### src/rtl/core/ilsm_pkg.sv
package ilsm_pkg;

    localparam int TIME_W   = 48;
    localparam int DUR_W    = 39;
    localparam int MAX_W    = 38;
    localparam int CNT_W    = 32;
    localparam int CFG_W    = 32;
    localparam int LINE_W   = 8;
    localparam int CPUF_W   = 3;
    localparam int OP_W     = 2;
    localparam int S_DATA_W = 64;
    localparam int M_DATA_W = 208;
    localparam int M_USER_W = 2;

    localparam int NS_PER_US    = 1000;
    localparam int REM_W        = 11;
    localparam int HALF_W       = 24;
    localparam int RCP_W        = 41;
    localparam int RCP_LO_W     = 21;
    localparam int PROD_W       = 45;
    localparam int ACC_W        = 89;
    localparam int RCP_SHIFT    = 50;
    localparam int MUL_STEPS    = 4;
    localparam int DIV_STEPS    = 6;
    localparam int DIV_CNT_W    = 3;

    localparam logic [RCP_W-1:0] RCP_MUL = 41'd1125899906842;

    localparam logic [CFG_W-1:0] LONG_IRQ_RST  = 32'd500;
    localparam logic [CFG_W-1:0] LONG_SOFT_RST = 32'd10000;
    localparam logic [CFG_W-1:0] STORM_GAP_RST = 32'd500;

    localparam logic [1:0] REG_LONG_IRQ  = 2'd0;
    localparam logic [1:0] REG_LONG_SOFT = 2'd1;
    localparam logic [1:0] REG_STORM_GAP = 2'd2;

    typedef enum logic [OP_W-1:0] {
        OP_IRQ_BEGIN  = 2'd0,
        OP_IRQ_END    = 2'd1,
        OP_SOFT_BEGIN = 2'd2,
        OP_SOFT_END   = 2'd3
    } op_t;

    typedef enum logic [2:0] {
        ST_CLEAR,
        ST_IDLE,
        ST_READ,
        ST_LOAD,
        ST_DIV,
        ST_WRITE
    } ctl_state_t;

    typedef struct packed {
        logic clr_step;
        logic capture;
        logic rd_en;
        logic div_load;
        logic div_step;
        logic commit;
    } cmd_t;

    typedef struct packed {
        logic clr_done;
        logic div_done;
        logic out_free;
    } stat_t;

    typedef struct packed {
        logic [CFG_W-1:0] hard_limit;
        logic [CFG_W-1:0] long_soft;
        logic [CFG_W-1:0] storm_gap;
    } cfg_t;

    function automatic logic [CNT_W-1:0] sat_inc(input logic [CNT_W-1:0] v);
        return (v == '1) ? v : v + 1'b1;
    endfunction

endpackage

### src/rtl/core/ilsm_ctrl.sv
module ilsm_ctrl (
    input  logic           aclk,
    input  logic           aresetn,
    input  logic           s_tvalid,
    output logic           s_tready,
    input  ilsm_pkg::stat_t stat,
    output ilsm_pkg::cmd_t  cmd
);

    ilsm_pkg::ctl_state_t state_reg, state_next;

    always_ff @(posedge aclk) begin
        if (!aresetn) begin
            state_reg <= ilsm_pkg::ST_CLEAR;
        end else begin
            state_reg <= state_next;
        end
    end

    always_comb begin
        state_next = state_reg;
        cmd        = '0;
        s_tready   = 1'b0;
        case (state_reg)
            ilsm_pkg::ST_CLEAR: begin
                cmd.clr_step = 1'b1;
                if (stat.clr_done) begin
                    state_next = ilsm_pkg::ST_IDLE;
                end
            end
            ilsm_pkg::ST_IDLE: begin
                s_tready = 1'b1;
                if (s_tvalid) begin
                    cmd.capture = 1'b1;
                    state_next  = ilsm_pkg::ST_READ;
                end
            end
            ilsm_pkg::ST_READ: begin
                cmd.rd_en  = 1'b1;
                state_next = ilsm_pkg::ST_LOAD;
            end
            ilsm_pkg::ST_LOAD: begin
                cmd.div_load = 1'b1;
                state_next   = ilsm_pkg::ST_DIV;
            end
            ilsm_pkg::ST_DIV: begin
                cmd.div_step = 1'b1;
                if (stat.div_done) begin
                    state_next = ilsm_pkg::ST_WRITE;
                end
            end
            ilsm_pkg::ST_WRITE: begin
                if (stat.out_free) begin
                    cmd.commit = 1'b1;
                    state_next = ilsm_pkg::ST_IDLE;
                end
            end
            default: begin
                state_next = ilsm_pkg::ST_CLEAR;
            end
        endcase
    end

endmodule

### config.mk
export PLATFORM = sky130hd
export DESIGN_NAME = ilsm_ctrl
export DESIGN_NICKNAME = d
export VERILOG_FILES = /design/src/rtl/core/ilsm_pkg.sv /design/src/rtl/core/ilsm_ctrl.sv
export SDC_FILE = /design/constraint.sdc
export NUM_CORES = 1
export LEC_CHECK = 0
export BUFFER_PORTS_ARGS = -buffer_cell sky130_fd_sc_hd__buf_4
export CORE_AREA = 2 2 39 41
export DETAILED_ROUTE_END_ITERATION = 6
export DIE_AREA = 0 0 41 43
export SKIP_CTS_REPAIR_TIMING = 1
export SYNTH_ARGS = -nofsm -noshare
export SYNTH_HDL_FRONTEND = slang
export SYNTH_SLANG_ARGS = --single-unit
### constraint.sdc
create_clock -name aclk -period 0.9 [get_ports aclk]
set_input_delay 0.045 -clock aclk [delete_from_list [all_inputs] [get_ports aclk]]
set_output_delay 0.045 -clock aclk [all_outputs]
set_load 0.03 [all_outputs]
==> results.txt <==
The number of buffers created by CTS is 3. The routed layout has 238 vias. The flip-flop count of the largest register, all copies and words added came out at 3. Clock latency on the worst-skew pair, taken at its later pin, is 230 ps. The clock tree from TritonCTS is built. Dividing the final minimum period by the clock period gives 1.24. The average footprint of a synthesized cell came out at 8.01 um^2. The routability congestion estimate from global placement is 0.660.

The detail route stage leaves a number of antenna-violating nets equal to 0. The number of maximum-capacitance constraint violations is 0. The initial core utilization is 0.145. The share of total power in combinational logic is 0.348. Setup slack on the critical path of the routed design comes to -217 ps. Based on the critical path, the design can be clocked at up to 0.895 GHz. The worst setup path is launched from a flip-flop. The worst-margin pin slew came out at 123 ps. In this run the horizontal extent of the chip is 41 um. The number of antenna violations at the first check in global routing came to 0. VDD sags by at most 538 uV.

In the routed design, unresolved DRC markers number 0. The depth of the worst register-to-register path came out at 4. The internal power summed over all cells is 0.000423 W.

The via count of the first global-routing pass is 174. The area enclosed by the die boundary is 0.00176 mm^2. The worst register-to-register path begins at state_reg[1]$_SDFFE_PN0P_. The cell area after layout came out at 417 um^2. The count of cell types in the netlist is 15.

The largest clock skew in the final design is 4.57 ps. The checks that failed: setup timing. Setup repair after global routing could not meet its margin everywhere. The final number of max-transition violations is 0.

The average via count per standard cell came out at 3.90. During synthesis, Yosys emitted a total of 0 warnings. The analysis attributes to net switching a power of 0.000180 W. The share of the core filled with cells came out at 0.301. The count of clock tree sinks came out at 3. After detailed routing, the average wire length per cell comes to 8.18 um. The flow ran to the end, but the final reports show violations. The relative slew slack came out at 0.915.

In this run the worst setup path begins at state_reg[1]$_SDFFE_PN0P_. The top cell types in the final layout, fill and taps aside, are 13 x sky130_fd_sc_hd__buf_4, 5 x sky130_fd_sc_hd__buf_6, 3 x sky130_fd_sc_hd__clkbuf_4. The number of optimization iterations in the first detailed-route pass came out at 2. The share of total power dissipated in sequential elements is 0.267. For this run, the total global-route usage over all layers was measured as 0.0662. The fill cell total of the finished layout came out at 156. The clock-pin slew on the worst setup and hold paths is 40 ps. In this run the cell area measured after placement is 350 um^2.

The vertical extent of the die came out at 43 um. The flop and latch count out of synthesis came out at 3. The core area is 0.00138 mm^2. The worst hold path passes through 2 cells. The global-route wire length before repair came out at 731 um.

The portion of total power attributed to the clock network came out at 0.385. The synthesis-to-layout area growth is 108%. The area of the mapped netlist came out at 200 um^2.

The top-level port count came out at 13. STA classifies the critical path endpoint as a primary output. The final global-route overflow total came out at 0. Port buffering added 12 buffers. The flop-to-flop setup slack came out at -40 ps. The endpoint identified for the worst register-to-register timing path is state_reg[1]$_SDFFE_PN0P_.

Entering global routing, the biggest net connects 11 pins. The final cell count without fillers is 61. The critical path in this run is classified as flip-flop to primary output. The sum of routed wire length over all layers is 499 um. The count of H-tree levels built during CTS is 1. The share of the Yosys chip area taken by registers is 0.300. The most frequent standard cell in the layout excluding fill and tap cells is sky130_fd_sc_hd__buf_4. The worst hold path belongs to the class input pin to flip-flop. The worst-case hold path end point is state_reg[2]$_SDFFE_PN0P_. The detailed router finished its first iteration with 2 violations. The number of cells after detailed placement is 55. The switching share of power came out at 0.299.

The share of the synthesized area in the top cell type came out at 0.300. The proportion of layout cells with a drive suffix above 1 came out at 0.689. For this design the static power due to leakage is 0.197 nW.

In this run the power density over the cells is 1450 mW/mm^2. The total nets after synthesis came out at 31. Setup total negative slack on the finished layout was measured at -1200 ps. The data required time at the worst endpoint is 850 ps. In this run the clock root is driven by a sky130_fd_sc_hd__clkbuf_4.

The number of hold violations in the final report came out at 0. The post-layout minimum cycle time came out at 1120 ps. Along the worst path, the maximum fanout reaches 4. The largest total area in the synthesized netlist belongs to sky130_fd_sc_hd__dfxtp_1.

The instance count of the mapped netlist came out at 25. The number of cell rows is 14. Sorting the synthesized cells by area gives the leading types as sky130_fd_sc_hd__dfxtp_1 30%, sky130_fd_sc_hd__mux2i_1 10%, sky130_fd_sc_hd__and3b_1 8.8%. The number of antenna cells inserted came out at 0. The layout net count is 52. The launch instance of the worst min-delay path is aresetn. The setup violation total in the final timing report came out at 8.

The maximum root-to-sink buffer count is 2. STA puts the critical path data arrival time at 1070 ps.
## cells by family after synthesis
kind of cell,after synthesis,synth area share
AOI/OAI and AO/OA,4,0.137
muxes,2,0.100
DFF,3,0.300
buffers and inverters,2,0.0500
and+or+nand+nor,14,0.413
## area by class of cell
| cell class | count | area, um^2 | share of cell area |
|---|---|---|---|
| Sequential cell | 3 | 68.8 | 0.165 |
| Multi-Input combinational cell | 20 | 148 | 0.354 |
| Tap cell | 16 | 20.0 | 0.0480 |
| Timing Repair Buffer | 18 | 154 | 0.369 |
| Clock buffer | 4 | 26.3 | 0.0631 |
## layer usage
layer / part of all wire / routed length, um / GRT usage / vias to the layer above
met5: 0 / 0 / 0 / -
met4: 0 / 0 / 0.0600 / 0
met3: 0.082 / 41 / 0.0471 / 0
met2: 0.46 / 230 / 0.0750 / 8
met1: 0.45 / 227 / 0.0769 / 101
li1: - / - / - / 129
## synth_stat cells (all sizes together)
library cell,n
a21oi,1
and2b,1
and3b,2
nor3b,2
o21ai,1
nor2,4
nand2,2
mux2i,2
o211a,1
o21a,1
dfxtp,3
buf,2
nor3,1
and2,1
nand2b,1
## worst max path at each step
stage / slack [ps] / to
2_1_floorplan: -80 / state_reg[2]$_SDFFE_PN0P_
3_3_place_gp: -20 / cmd[3]
3_5_place_dp: -50 / cmd[3]
4_1_cts: -310 / cmd[3]
5_1_grt: -260 / cmd[4]
6_report: -220 / cmd[4]
## worst max-delay path, stage by stage (launching register included)
cell                      delay (ps)
sky130_fd_sc_hd__dfxtp_2         330
sky130_fd_sc_hd__and2b_1         180
sky130_fd_sc_hd__and3b_2         190
sky130_fd_sc_hd__buf_6           130
## power by group through the flow
stage / logic (W) / clock network [W] / registers [W]
after global routing: 0.000225 / 0.000257 / 0.000165
after floorplan: 0.000131 / 0 / 0.000156
after CTS: 0.000192 / 0.000244 / 0.000164
final: 0.000210 / 0.000232 / 0.000161
after detailed placement: 0.000192 / 0 / 0.000166
after global placement: 0.000192 / 0 / 0.000165
## stage by stage
stage | total power (W) | hold slack, ps | setup WS (ps)
after CTS | 0.000600 | 48.7 | -306
after global placement | 0.000357 | 280 | -21.3
after floorplan | 0.000287 | 163 | -83.1
after global routing | 0.000646 | 59.0 | -259
after detailed placement | 0.000358 | 289 | -48.8
final | 0.000603 | 52.5 | -217
No activity file was read; power rests on OpenSTA's default activity.
